--- src/rtl/lslf_pkg.sv ---
// Shared types and constants for the least-squares line fit block.
// Used by the controller, the datapath and the top level; no dependencies.
package lslf_pkg;

   localparam int MaxPointsDefault  = 1024;
   localparam int SampleBitsDefault = 16;
   localparam int InBits            = 16;
   localparam int OutBits           = 48;
   localparam int CountOutBits      = 11;
   localparam int StatusBits        = 2;
   localparam int FracBits          = 16;
   localparam int SelBits           = 3;

   localparam logic [SelBits-1:0] LastProduct  = 3'd5;

   typedef enum logic [StatusBits-1:0] {
      FIT_OK       = 2'd0,
      FIT_DEN_ZERO = 2'd1,
      FIT_OVERFLOW = 2'd2
   } fit_status_type;

   typedef enum logic [2:0] {
      S_IDLE,
      S_MLOAD,
      S_MRUN,
      S_CHECK,
      S_DLOAD,
      S_DRUN,
      S_OUT
   } ctl_state_type;

   typedef struct packed {
      logic               accept;
      logic               mul_load;
      logic               mul_store;
      logic [SelBits-1:0] mul_sel;
      logic               div_load;
      logic               div_store;
      logic               div_sel;
      logic               clear;
   } lslf_cmd_type;

   typedef struct packed {
      logic mul_done;
      logic div_done;
      logic den_zero;
   } lslf_stat_type;

endpackage

--- src/rtl/lslf_ctrl.sv ---
// Controller state machine for the line fit: accepts words, then sequences
// six products and, unless the denominator is zero, two divisions. Depends on lslf_pkg.
module lslf_ctrl (
   input  logic                    clock,
   input  logic                    reset,
   input  logic                    start,
   input  logic                    req_last_point,
   input  lslf_pkg::lslf_stat_type stat,
   output lslf_pkg::lslf_cmd_type  cmd,
   output logic                    busy,
   output logic                    rsp_valid
);
   import lslf_pkg::*;

   ctl_state_type      state_ff, state_in;
   logic [SelBits-1:0] k_ff, k_in;

   always_ff @(posedge clock) begin
      if (reset) begin
         state_ff <= S_IDLE;
         k_ff     <= '0;
      end else begin
         state_ff <= state_in;
         k_ff     <= k_in;
      end
   end

   always_comb begin
      state_in = state_ff;
      k_in     = k_ff;
      unique case (state_ff)
         S_IDLE: begin
            k_in = '0;
            if (start && req_last_point) begin
               state_in = S_MLOAD;
            end
         end
         S_MLOAD: begin
            state_in = S_MRUN;
         end
         S_MRUN: begin
            if (stat.mul_done) begin
               if (k_ff == LastProduct) begin
                  k_in     = '0;
                  state_in = S_CHECK;
               end else begin
                  k_in     = k_ff + 1'b1;
                  state_in = S_MLOAD;
               end
            end
         end
         S_CHECK: begin
            state_in = stat.den_zero ? S_OUT : S_DLOAD;
         end
         S_DLOAD: begin
            state_in = S_DRUN;
         end
         S_DRUN: begin
            if (stat.div_done) begin
               if (k_ff[0]) begin
                  state_in = S_OUT;
               end else begin
                  k_in     = k_ff + 1'b1;
                  state_in = S_DLOAD;
               end
            end
         end
         S_OUT: begin
            state_in = S_IDLE;
         end
         default: begin
            state_in = S_IDLE;
         end
      endcase
   end

   always_comb begin
      cmd           = '0;
      cmd.mul_sel   = k_ff;
      cmd.div_sel   = k_ff[0];
      busy          = 1'b1;
      rsp_valid     = 1'b0;
      unique case (state_ff)
         S_IDLE: begin
            busy       = 1'b0;
            cmd.accept = start;
         end
         S_MLOAD: begin
            cmd.mul_load = 1'b1;
         end
         S_MRUN: begin
            cmd.mul_store = stat.mul_done;
         end
         S_CHECK: begin
         end
         S_DLOAD: begin
            cmd.div_load = 1'b1;
         end
         S_DRUN: begin
            cmd.div_store = stat.div_done;
         end
         S_OUT: begin
            rsp_valid = 1'b1;
            cmd.clear = 1'b1;
         end
         default: begin
         end
      endcase
   end

endmodule

--- src/rtl/lslf_datapath.sv ---
// Datapath for the line fit: sum registers, a shift-add multiplier and a
// restoring divider with Q32.16 saturation. Depends on lslf_pkg.
module lslf_datapath #(
   parameter int MAX_POINTS  = lslf_pkg::MaxPointsDefault,
   parameter int SAMPLE_BITS = lslf_pkg::SampleBitsDefault
) (
   input  logic                                   clock,
   input  logic                                   reset,
   input  lslf_pkg::lslf_cmd_type                 cmd,
   input  logic signed [lslf_pkg::InBits-1:0]     req_x_value,
   input  logic signed [lslf_pkg::InBits-1:0]     req_y_value,
   output lslf_pkg::lslf_stat_type                stat,
   output logic signed [lslf_pkg::OutBits-1:0]    rsp_intercept,
   output logic signed [lslf_pkg::OutBits-1:0]    rsp_slope,
   output logic [lslf_pkg::CountOutBits-1:0]      rsp_point_count,
   output logic [lslf_pkg::StatusBits-1:0]        rsp_fit_status
);
   import lslf_pkg::*;

   localparam int CNT_W  = $clog2(MAX_POINTS + 1);
   localparam int SX_W   = SAMPLE_BITS + CNT_W;
   localparam int SQ_W   = 2 * SAMPLE_BITS + CNT_W;
   localparam int PW     = SX_W + SQ_W;
   localparam int NUM_W  = PW + 1;
   localparam int DIV_W  = NUM_W + FracBits;
   localparam int MCNT_W = $clog2(SX_W + 1);
   localparam int DCNT_W = $clog2(DIV_W + 1);

   localparam logic [OutBits-1:0] PosLimit = {1'b0, {(OutBits-1){1'b1}}};
   localparam logic [OutBits-1:0] NegLimit = {1'b1, {(OutBits-1){1'b0}}};

   logic [CNT_W-1:0]        count_ff, count_in;
   logic signed [SX_W-1:0]  sx_ff, sx_in, sy_ff, sy_in;
   logic signed [SQ_W-1:0]  sxx_ff, sxx_in, sxy_ff, sxy_in;
   logic                    ovf_ff, ovf_in;

   logic signed [SAMPLE_BITS-1:0]   xs, ys;
   logic signed [2*SAMPLE_BITS-1:0] xx, xy;

   assign xs = SAMPLE_BITS'($unsigned(req_x_value));
   assign ys = SAMPLE_BITS'($unsigned(req_y_value));
   assign xx = xs * xs;
   assign xy = xs * ys;

   always_comb begin
      count_in = count_ff;
      sx_in    = sx_ff;
      sy_in    = sy_ff;
      sxx_in   = sxx_ff;
      sxy_in   = sxy_ff;
      ovf_in   = ovf_ff;
      if (cmd.clear) begin
         count_in = '0;
         sx_in    = '0;
         sy_in    = '0;
         sxx_in   = '0;
         sxy_in   = '0;
         ovf_in   = 1'b0;
      end else if (cmd.accept) begin
         if (count_ff < CNT_W'(MAX_POINTS)) begin
            count_in = count_ff + 1'b1;
            sx_in    = sx_ff + SX_W'(xs);
            sy_in    = sy_ff + SX_W'(ys);
            sxx_in   = sxx_ff + SQ_W'(xx);
            sxy_in   = sxy_ff + SQ_W'(xy);
         end else begin
            ovf_in = 1'b1;
         end
      end
   end

   always_ff @(posedge clock) begin
      if (reset) begin
         count_ff <= '0;
         sx_ff    <= '0;
         sy_ff    <= '0;
         sxx_ff   <= '0;
         sxy_ff   <= '0;
         ovf_ff   <= 1'b0;
      end else begin
         count_ff <= count_in;
         sx_ff    <= sx_in;
         sy_ff    <= sy_in;
         sxx_ff   <= sxx_in;
         sxy_ff   <= sxy_in;
         ovf_ff   <= ovf_in;
      end
   end

   // Shift-add multiplier on magnitudes, one multiplier bit per cycle.
   logic signed [SQ_W-1:0] a_op;
   logic signed [SX_W-1:0] b_op, n_op;
   logic [SQ_W-1:0]        a_mag;
   logic [SX_W-1:0]        b_mag;
   logic [PW-1:0]          mcand_ff, mcand_in, macc_ff, macc_in;
   logic [SX_W-1:0]        mplier_ff, mplier_in;
   logic                   mneg_ff, mneg_in;
   logic [MCNT_W-1:0]      mcnt_ff, mcnt_in;
   logic signed [PW-1:0]   prod;
   logic signed [NUM_W-1:0] den_ff, den_in, pn_ff, pn_in, qn_ff, qn_in;

   assign n_op = SX_W'(count_ff);

   always_comb begin
      case (cmd.mul_sel)
         3'd0: begin a_op = sxx_ff;       b_op = n_op;  end
         3'd1: begin a_op = SQ_W'(sx_ff); b_op = sx_ff; end
         3'd2: begin a_op = sxx_ff;       b_op = sy_ff; end
         3'd3: begin a_op = sxy_ff;       b_op = sx_ff; end
         3'd4: begin a_op = sxy_ff;       b_op = n_op;  end
         default: begin a_op = SQ_W'(sy_ff); b_op = sx_ff; end
      endcase
   end

   assign a_mag = a_op[SQ_W-1] ? $unsigned(-a_op) : $unsigned(a_op);
   assign b_mag = b_op[SX_W-1] ? $unsigned(-b_op) : $unsigned(b_op);
   assign prod  = mneg_ff ? -$signed(macc_ff) : $signed(macc_ff);

   always_comb begin
      mcand_in  = mcand_ff;
      mplier_in = mplier_ff;
      macc_in   = macc_ff;
      mneg_in   = mneg_ff;
      mcnt_in   = mcnt_ff;
      if (cmd.mul_load) begin
         mcand_in  = PW'(a_mag);
         mplier_in = b_mag;
         macc_in   = '0;
         mneg_in   = a_op[SQ_W-1] ^ b_op[SX_W-1];
         mcnt_in   = MCNT_W'(SX_W);
      end else if (mcnt_ff != '0) begin
         if (mplier_ff[0]) begin
            macc_in = macc_ff + mcand_ff;
         end
         mcand_in  = mcand_ff << 1;
         mplier_in = mplier_ff >> 1;
         mcnt_in   = mcnt_ff - 1'b1;
      end
   end

   always_comb begin
      den_in = den_ff;
      pn_in  = pn_ff;
      qn_in  = qn_ff;
      if (cmd.mul_store) begin
         case (cmd.mul_sel)
            3'd0:    den_in = NUM_W'(prod);
            3'd1:    den_in = den_ff - NUM_W'(prod);
            3'd2:    pn_in  = NUM_W'(prod);
            3'd3:    pn_in  = pn_ff - NUM_W'(prod);
            3'd4:    qn_in  = NUM_W'(prod);
            default: qn_in  = qn_ff - NUM_W'(prod);
         endcase
      end
   end

   // Restoring divider: one quotient bit per cycle, quotient kept to the
   // output width with a sticky flag for any bit above it.
   logic signed [NUM_W-1:0] num_op;
   logic [NUM_W-1:0]        nmag, dmag;
   logic [DIV_W-1:0]        dsh_ff, dsh_in;
   logic [NUM_W-1:0]        rem_ff, rem_in, dvs_ff, dvs_in;
   logic [NUM_W:0]          trial;
   logic                    ge;
   logic [OutBits-1:0]      quo_ff, quo_in, limit, qmag, qres;
   logic                    qovf_ff, qovf_in, dneg_ff, dneg_in;
   logic [DCNT_W-1:0]       dcnt_ff, dcnt_in;
   logic [OutBits-1:0]      p_ff, p_in, q_ff, q_in;

   assign num_op = cmd.div_sel ? qn_ff : pn_ff;
   assign nmag   = num_op[NUM_W-1] ? $unsigned(-num_op) : $unsigned(num_op);
   assign dmag   = den_ff[NUM_W-1] ? $unsigned(-den_ff) : $unsigned(den_ff);
   assign trial  = {rem_ff, dsh_ff[DIV_W-1]};
   assign ge     = trial >= {1'b0, dvs_ff};
   assign limit  = dneg_ff ? NegLimit : PosLimit;
   assign qmag   = (qovf_ff || quo_ff > limit) ? limit : quo_ff;
   assign qres   = dneg_ff ? -qmag : qmag;

   always_comb begin
      dsh_in  = dsh_ff;
      rem_in  = rem_ff;
      dvs_in  = dvs_ff;
      quo_in  = quo_ff;
      qovf_in = qovf_ff;
      dneg_in = dneg_ff;
      dcnt_in = dcnt_ff;
      p_in    = p_ff;
      q_in    = q_ff;
      if (cmd.div_load) begin
         dsh_in  = {nmag, {FracBits{1'b0}}};
         rem_in  = '0;
         dvs_in  = dmag;
         quo_in  = '0;
         qovf_in = 1'b0;
         dneg_in = num_op[NUM_W-1] ^ den_ff[NUM_W-1];
         dcnt_in = DCNT_W'(DIV_W);
      end else if (dcnt_ff != '0) begin
         rem_in  = ge ? NUM_W'(trial - {1'b0, dvs_ff}) : NUM_W'(trial);
         dsh_in  = dsh_ff << 1;
         quo_in  = {quo_ff[OutBits-2:0], ge};
         qovf_in = qovf_ff | quo_ff[OutBits-1];
         dcnt_in = dcnt_ff - 1'b1;
      end
      if (cmd.div_store) begin
         if (cmd.div_sel) begin
            q_in = qres;
         end else begin
            p_in = qres;
         end
      end
   end

   always_ff @(posedge clock) begin
      if (reset) begin
         mcnt_ff <= '0;
         dcnt_ff <= '0;
      end else begin
         mcnt_ff <= mcnt_in;
         dcnt_ff <= dcnt_in;
      end
   end

   always_ff @(posedge clock) begin
      mcand_ff  <= mcand_in;
      mplier_ff <= mplier_in;
      macc_ff   <= macc_in;
      mneg_ff   <= mneg_in;
      den_ff    <= den_in;
      pn_ff     <= pn_in;
      qn_ff     <= qn_in;
      dsh_ff    <= dsh_in;
      rem_ff    <= rem_in;
      dvs_ff    <= dvs_in;
      quo_ff    <= quo_in;
      qovf_ff   <= qovf_in;
      dneg_ff   <= dneg_in;
      p_ff      <= p_in;
      q_ff      <= q_in;
   end

   assign stat.mul_done = (mcnt_ff == '0);
   assign stat.div_done = (dcnt_ff == '0);
   assign stat.den_zero = (den_ff == '0);

   assign rsp_intercept   = stat.den_zero ? '0 : $signed(p_ff);
   assign rsp_slope       = stat.den_zero ? '0 : $signed(q_ff);
   assign rsp_point_count = CountOutBits'(count_ff);
   assign rsp_fit_status  = stat.den_zero ? FIT_DEN_ZERO :
                            (ovf_ff ? FIT_OVERFLOW : FIT_OK);

endmodule

--- src/rtl/least_squares_line_fit.sv ---
// Least-squares line fit, top level: controller plus datapath, uses lslf_pkg.
// Ordinary points are taken one a cycle; busy stays low between them.
// After the last point, the controller runs six shift-add products over
// SX = SAMPLE_BITS + clog2(MAX_POINTS+1) multiplier bits, then two restoring
// divisions over DW = SX + 2*SAMPLE_BITS + clog2(MAX_POINTS+1) + 17 dividend bits
// before the result strobe. A zero denominator skips the divider. Reset clears all sums; no stall.
module least_squares_line_fit #(
   parameter int MAX_POINTS  = lslf_pkg::MaxPointsDefault,
   parameter int SAMPLE_BITS = lslf_pkg::SampleBitsDefault
) (
   input  logic                                clock,
   input  logic                                reset,
   input  logic                                start,
   output logic                                busy,
   input  logic signed [lslf_pkg::InBits-1:0]  req_x_value,
   input  logic signed [lslf_pkg::InBits-1:0]  req_y_value,
   input  logic                                req_last_point,
   output logic                                rsp_valid,
   output logic signed [lslf_pkg::OutBits-1:0] rsp_intercept,
   output logic signed [lslf_pkg::OutBits-1:0] rsp_slope,
   output logic [lslf_pkg::CountOutBits-1:0]   rsp_point_count,
   output logic [lslf_pkg::StatusBits-1:0]     rsp_fit_status
);
   import lslf_pkg::*;

   lslf_cmd_type  cmd;
   lslf_stat_type stat;

   lslf_ctrl u_ctrl (
      .clock          (clock),
      .reset          (reset),
      .start          (start),
      .req_last_point (req_last_point),
      .stat           (stat),
      .cmd            (cmd),
      .busy           (busy),
      .rsp_valid      (rsp_valid)
   );

   lslf_datapath #(
      .MAX_POINTS  (MAX_POINTS),
      .SAMPLE_BITS (SAMPLE_BITS)
   ) u_datapath (
      .clock           (clock),
      .reset           (reset),
      .cmd             (cmd),
      .req_x_value     (req_x_value),
      .req_y_value     (req_y_value),
      .stat            (stat),
      .rsp_intercept   (rsp_intercept),
      .rsp_slope       (rsp_slope),
      .rsp_point_count (rsp_point_count),
      .rsp_fit_status  (rsp_fit_status)
   );

endmodule
--- config.mk ---
export PLATFORM = sky130hd
export DESIGN_NAME = least_squares_line_fit
export DESIGN_NICKNAME = d
export VERILOG_FILES = /design/src/rtl/lslf_pkg.sv /design/src/rtl/lslf_ctrl.sv /design/src/rtl/lslf_datapath.sv /design/src/rtl/least_squares_line_fit.sv
export SDC_FILE = /design/constraint.sdc
export NUM_CORES = 2
export LEC_CHECK = 0
export ABC_AREA = 1
export BUFFER_PORTS_ARGS = -buffer_cell sky130_fd_sc_hd__buf_2
export CAP_MARGIN = 20
export CORE_UTILIZATION = 50
export CTS_CLUSTER_DIAMETER = 80
export DETAILED_ROUTE_END_ITERATION = 7
export GPL_TIMING_DRIVEN = 0
export MAX_ROUTING_LAYER = met4
export PLACE_DENSITY = 0.77
export RECOVER_POWER = 25
export SETUP_SLACK_MARGIN = 0.2
export SYNTH_ARGS = -nofsm -noshare
export SYNTH_HDL_FRONTEND = slang
export SYNTH_HIERARCHICAL = 1
export SYNTH_SLANG_ARGS = --single-unit
--- constraint.sdc ---
create_clock -name clock -period 20.2 [get_ports clock]
set_input_delay 2.02 -clock clock [delete_from_list [all_inputs] [get_ports clock]]
set_output_delay 2.02 -clock clock [all_outputs]
set_load 0.03 [all_outputs]
==> Word level (Yosys, flattened, before mapping) <==
Cells that the tools add are included.
W data, S select, Z words.
{ "totals": {"regBits": 910, "input_bits": 36, "out_inout_bits": 111, "word_cells": 155} }
{ "classes": {"addsub": 19, "mul": 2, "magnitude_cmp": 3, "eq_ne": 15, "muxes": 48, "bitwise": 6, "n_reduce_logical": 32} }
{ "ops": {"columns": ["operator", "count"], "rows": [
  ["$pmux W71 S2", 3],
  ["$mux W48", 5],
  ["$mux W71", 3],
  ["$sub A71 B70 Y71", 3],
  ["$mux W87", 2],
  ["$neg A71 Y71", 2],
  ["$mux W70", 2],
  ["$mux W43", 3],
  ["$pmux W43 S3", 1],
  ["$add A43 B32 Y43", 2],
  ["$mux W27", 3],
  ["$ge A72 B71 Y1", 1],
  ["$logic_not A71 Y1", 1],
  ["$sub A71 B71 Y71", 1],
  ["$add A70 B70 Y70", 1],
  ["$neg A70 Y70", 1],
  ["$mul A16 B16 Y32", 2],
  ["$add A27 B16 Y27", 2],
  ["$pmux W27 S2", 1],
  ["$gt A48 B48 Y1", 1],
  ["$neg A48 Y48", 1],
  ["$neg A43 Y43", 1],
  ["$neg A27 Y27", 1],
  ["$mux W3", 7],
  ["other kinds (33)", 75]
]} }

==> Longest topological paths before layout <==
{ "logic_depth": {"ltp_word": 6, "ltp_mapped": 34, "depth_no_buf": 32} }

==> Modules after synthesis <==
Netlist, hierarchy kept.
{ "modules_own_cells": {"columns": ["module", "instances", "cells_each", "area_per_inst_um2", "seq_area_each_um2"], "rows": [
  ["lslf_datapath", 1, 14190, 100442.6, 23332.4],
  ["lslf_ctrl", 1, 83, 464.2, 120.1]
]} }

==> Worst setup path after synthesis <==
No wires, ideal clock.
{ "synth_path": {"kind": "register to register", "startpoint": "reg u_ctrl.state_ff[2]", "endpoint": "reg u_datapath.dsh_ff[16] (enable)", "setup_time_ns": 0.464, "t_arrival_ns": 8.239, "required_time_ns": 19.736, "slack_ns": 11.497, "path_stages_with_launch": 7, "path_buffers": 2, "synth_period_minus_slack_ns": 8.703, "cell_sequence": "dfxtp_1 > inv_2 > nor3_1 > clkbuf_1 > nor2_1 > inv_1 > clkbuf_1"} }
{ "synth_lines": {"columns": ["item", "line_no", "text"], "rows": [
  ["start, declared", "lslf_ctrl.sv:15", "ctl_state_type state_ff, state_in;"],
  ["start signal, assigned", "lslf_ctrl.sv:23", "state_ff <= state_in;"],
  ["end signal, assigned", "lslf_datapath.sv:231", "dsh_ff <= dsh_in;"],
  ["end, declared", "lslf_datapath.sv:161", "logic [DIV_W-1:0] dsh_ff, dsh_in;"]
]} }

==> Worst setup path in the final report <==
{ "layout_path": {"startpoint": "in req_x_value[15] in the netlist's numbering", "endpoint": "reg u_datapath.sxx_ff[39]"} }
{ "layout_between": {"elab_chain_cells": 2} }
{ "layout_lines": {"columns": ["item", "line_no", "text"], "rows": [
  ["start, declared", "least_squares_line_fit.sv:15", "input logic signed [lslf_pkg::InBits-1:0] req_x_value,"],
  ["$mul A16 B16 Y32", "lslf_datapath.sv:42", "assign xx = xs * xs;"],
  ["$add A43 B32 Y43", "lslf_datapath.sv:64", "sxx_in = sxx_ff + SQ_W'(xx);"],
  ["end signal, assigned", "lslf_datapath.sv:84", "sxx_ff <= sxx_in;"],
  ["end, declared", "lslf_datapath.sv:34", "logic signed [SQ_W-1:0] sxx_ff, sxx_in, sxy_ff, sxy_in;"]
]} }
Every way passes these cells.
A chain may end at the register's enable or synchronous reset.

==> metrics.log <==
INFO  metric synth_area_per_cell = 7.07 um2
INFO  metric numClockSinks = slightly above 900
INFO  metric reg2regPathDepth = 20
INFO  metric r2r_slack = about 13 ns
INFO  metric type_of_origin_of_the_critical_path = primary input
INFO  metric fin_worst_skew = between 0.05 and 0.06 ns
INFO  metric dieWidth = around 450 um
INFO  metric ys_async_sr_fraction = 0
INFO  metric path_max_fanout = 17
INFO  metric path_clk_slew = around 0.060 ns
INFO  metric synth-compound-area-share = 0.163
INFO  metric synth-main-ff-cell = sky130_fd_sc_hd__edfxtp_1
INFO  metric tritoncts = done
INFO  metric placer_s_final_routability_congestion_estimate = about 1.1
INFO  metric synth-simple-area-share = 0.211
INFO  metric critPathBufInv = 8
INFO  metric critical-path-slowest-cell = sky130_fd_sc_hd__clkbuf_1
INFO  metric synth.area.mux_share = 0.000409
INFO  metric grt_first_pass_wirelength = about 560 mm
INFO  metric hold_end = u_datapath/rem_ff[46]$_SDFFE_PP0N_
INFO  metric ctsLongestPathBuffers = 3
INFO  metric cp_data_arrival_time = 11.58 ns
INFO  metric coreArea = between 200000 and 250000 um2
INFO  metric synth_enable_flop_cells = between 500 and 600
INFO  metric maxClockFrequency = 0.0922 GHz
INFO  metric num_vias = roughly 99000
INFO  metric yosys.cell_types.count = 78
INFO  metric timing.setup.critical_path_class = primary input to flop
INFO  metric post_synth_instance_area = 101000 um2
INFO  metric timing.critical_path.max_delay_family = adder cells
INFO  metric floorplan.die_area = between 200000 and 250000 um2
INFO  metric postSynthRegisterBits = between 900 and 1000
INFO  metric slew_headroom = -1.02
INFO  metric status = finished with violations
INFO  metric grt-ovfl-total = 0
INFO  metric drt_first_pass_iters = 8
INFO  metric post_cts_resize_count = 0
INFO  metric detailedPlacementHpwl = approximately 310 mm
INFO  metric yosysTopAreaCellShare = 0.156
INFO  metric first_global_vias = about 94000
INFO  metric leading_cell_type_in_the_layout_fill_and_taps_excluded = sky130_fd_sc_hd__inv_1
INFO  metric synth_top_family_by_area = adder cells
INFO  metric hold_path_startpoint = u_datapath/rem_ff[46]$_SDFFE_PP0N_
INFO  metric synth_net_count = approximately 16000
INFO  metric finalHoldViolCount = 0
INFO  metric fin_crit = 10.85 ns
INFO  metric final_nets = approximately 16000
INFO  metric floorplan.rows = approximately 160
INFO  metric r2r-start = u_datapath/mneg_ff$_DFFE_PP_
INFO  metric post-route-period-util = 0.537
INFO  metric post_drt_wl_per_cell = around 22 um
INFO  metric grt_antenna_before_repair = 4
INFO  metric viasPerCell = 5.69
INFO  metric yosys_warnings = 6
INFO  metric cell_count_of_the_worst_hold_path = 2
INFO  metric synth.largest_area_cell = sky130_fd_sc_hd__edfxtp_1
INFO  metric yosys.area_share.xor_xnor = 0.0465
INFO  metric worstMarginPinSlew = roughly 3.0 ns
INFO  metric netlist_top_cells_area = sky130_fd_sc_hd__edfxtp_1 16%, sky130_fd_sc_hd__fa_1 13%, sky130_fd_sc_hd__inv_1 11%
INFO  metric setup_viol = 0
INFO  metric post_synth_inst_count = 14300
INFO  metric cts_hold_buf = 0
INFO  metric ctsRootBufferMaster = sky130_fd_sc_hd__clkbuf_16
INFO  metric cell_chain_critical_path = buf_2, clkbuf_1, buf_1, nand2_1, inv_1, fa_2, inv_1, fa_1, fa_1, fa_1, inv_1, fa_1, fa_1, ha_1, nand2_1, nor2_1, inv_1, nor4_1, nand4_1, nand3_1, a21oi_1, o21ai_0, o211ai_1, inv_1
INFO  metric cpPeakStageDelay = 0.86 ns
INFO  metric postCtsSetupBuffers = 0
INFO  metric post_route_cells_drive_above_1_share = 0.0440
INFO  metric cts_buffers = 106
INFO  metric most_frequent_cells_in_the_layout = 2907 x sky130_fd_sc_hd__inv_1, 2591 x sky130_fd_sc_hd__nand2_1, 1505 x sky130_fd_sc_hd__nor2_1, 1139 x sky130_fd_sc_hd__o21ai_0, 1100 x sky130_fd_sc_hd__a21oi_1
INFO  metric timing.rr.end = u_datapath/pn_ff[53]$_DFFE_PP_
INFO  metric floorplan.io_pins = around 150
INFO  metric fin_tns_setup = 0 ns
INFO  metric number_of_buffers_inserted_by_port_buffering = 146
INFO  metric routed_wirelength = 377 mm
INFO  metric violated_checks = design-rule violations, max-capacitance violations, max-slew violations
INFO  metric route.detailed.drc = 43
INFO  metric ant_nets = 0
INFO  metric post_synth_fa_ha_maj_area_fraction = 0.220
INFO  metric holdCritPathClass = flop to flop
INFO  metric clkLatencyLatePin = approximately 0.79 ns
INFO  metric initialDrtViolationCount = about 11000
INFO  metric h-tree-depth = 3
INFO  metric cap_viol_max_count = 3
INFO  metric seq_area_frac_synth = 0.232
INFO  metric die_height = 451 um
INFO  metric area_growth = 8.42%
INFO  metric grt_util_all_layers = 0.373
INFO  metric final_max_slew_viol_count = roughly 110
INFO  metric initial_core_util = 0.504
INFO  metric cp_data_required_time = 20.93 ns
INFO  metric grt_setup_unrepaired = false
INFO  metric pin_count_of_the_biggest_net_entering_global_routing = 70
INFO  metric crit_path_end_kind = flop
-- how the worst max path moves through the flow --
| stage | startpoint | end | slack [ns] | cells past startpoint |
|---|---|---|---|---|
| 6_report | req_x_value[15] | u_datapath/sxx_ff[39]$_SDFFE_PP0P_ | 9.35 | 24 |
| 5_1_grt | req_x_value[15] | u_datapath/sxx_ff[39]$_SDFFE_PP0P_ | 9.17 | 26 |
| 4_1_cts | req_x_value[15] | u_datapath/sxx_ff[39]$_SDFFE_PP0P_ | 9.60 | 26 |
| 3_5_place_dp | req_x_value[15] | u_datapath/sxx_ff[39]$_SDFFE_PP0P_ | 8.81 | 24 |
| 3_3_place_gp | u_ctrl/state_ff[2]$_SDFFE_PP0P_ | u_datapath/dsh_ff[86]$_DFFE_PP_ | 7.54 | 6 |
| 2_1_floorplan | u_ctrl/state_ff[2]$_SDFFE_PP0P_ | u_datapath/dsh_ff[16]$_SDFFCE_PN0P_ | 11.50 | 6 |
-- registers in the layout (all words and copies together), names as in the netlist, 43 cells and up --
| signal | cells |
|---|---|
| u_datapath/macc_ff | 70 |
| u_datapath/mcand_ff | 70 |
| u_datapath/qn_ff | 71 |
| u_datapath/q_ff | 48 |
| u_datapath/sxy_ff | 43 |
| u_datapath/quo_ff | 48 |
| u_datapath/sxx_ff | 43 |
| u_datapath/dsh_ff | 71 |
| u_datapath/rem_ff | 71 |
| u_datapath/den_ff | 71 |
| u_datapath/pn_ff | 71 |
| u_datapath/p_ff | 48 |
| u_datapath/dvs_ff | 71 |
-- cells in the mapped netlist, types with 9 or more instances --
cell                          n
sky130_fd_sc_hd__o21ai_1     52
sky130_fd_sc_hd__o21bai_1    36
sky130_fd_sc_hd__nor2_1    1501
sky130_fd_sc_hd__nor2_2      10
sky130_fd_sc_hd__a21o_1      56
sky130_fd_sc_hd__a211oi_1    15
sky130_fd_sc_hd__buf_2       31
sky130_fd_sc_hd__o21ai_0   1138
sky130_fd_sc_hd__xor2_1     311
sky130_fd_sc_hd__clkbuf_8     9
sky130_fd_sc_hd__clkbuf_1   286
sky130_fd_sc_hd__xnor2_1    225
sky130_fd_sc_hd__o221ai_1    32
sky130_fd_sc_hd__o21a_1      88
sky130_fd_sc_hd__fa_1       659
sky130_fd_sc_hd__o211ai_1    75
sky130_fd_sc_hd__a21oi_1   1100
sky130_fd_sc_hd__ha_1       721
sky130_fd_sc_hd__a21boi_0    32
sky130_fd_sc_hd__edfxtp_1   523
sky130_fd_sc_hd__inv_1     2906
sky130_fd_sc_hd__nand3_1    526
sky130_fd_sc_hd__nand2_1   2591
sky130_fd_sc_hd__o22ai_1     95
sky130_fd_sc_hd__nor4_1      53
sky130_fd_sc_hd__a31oi_1    173
sky130_fd_sc_hd__buf_4       13
sky130_fd_sc_hd__buf_6        9
sky130_fd_sc_hd__a221oi_1    12
sky130_fd_sc_hd__nand2_2     10
sky130_fd_sc_hd__nand3b_1    27
sky130_fd_sc_hd__dfxtp_1    387
sky130_fd_sc_hd__nand4_1    128
sky130_fd_sc_hd__or2_2      123
sky130_fd_sc_hd__o31ai_1     16
sky130_fd_sc_hd__inv_2       12
sky130_fd_sc_hd__buf_1       32
sky130_fd_sc_hd__nor3_1     147
-- cell type report --
class                   instances  area [um2]
flip-flops and latches        910       23500
diodes                          8        20.0
well taps                    2656        3320
fillers                     19500       90700
inverters                    2927       11000
clock buffers                 144        3050
repair buffers                216        1350
multi-input cells           10100       64800
plain buffers                 383        1700
clock inverters                57         738
-- per-stage QoR --
step                setup WS (ns)  cells  area [um2]  utilization  hold slack (ns)
finish                       9.35  17400      109000        0.547            0.474
CTS                          9.60  17300      110000        0.548            0.470
detailed placement           8.81  17100      106000        0.529            0.462
global route                 9.17  17400      109000        0.547            0.491
floorplan                   11.50  14300      101000            -            0.436
global placement             7.54  17100      105000        0.525            0.456
-- metal layers --
layer / routed length [um] / GRT usage
met2: 163000 / 0.564
met1: 150000 / 0.471
met3: 38800 / 0.0630
met4: 25400 / 0.213
met5: 0 / -
-- cells by family (layout without fill, tap and decap cells) --
| family | after synthesis | in the layout |
|---|---|---|
| compound gates | 2973 | 2973 |
| xor+xnor | 536 | 536 |
| fa+ha+maj | 1380 | 1380 |
| buf+inv | 3310 | 3727 |
| flops | 910 | 910 |
| mux | 4 | 4 |
| other cells | 0 | 8 |
| simple gates | 5160 | 5160 |
-- tightest hold or removal path, cell delays in order (launching register included) --
cell	delay (ns)
sky130_fd_sc_hd__dfxtp_1	0.32
sky130_fd_sc_hd__nand2_1	0.07
sky130_fd_sc_hd__nand2_1	0.04
Power is left out: the tool's default activity adds up to more than one toggle a clock period on the data nets, which glitch-free logic cannot reach.
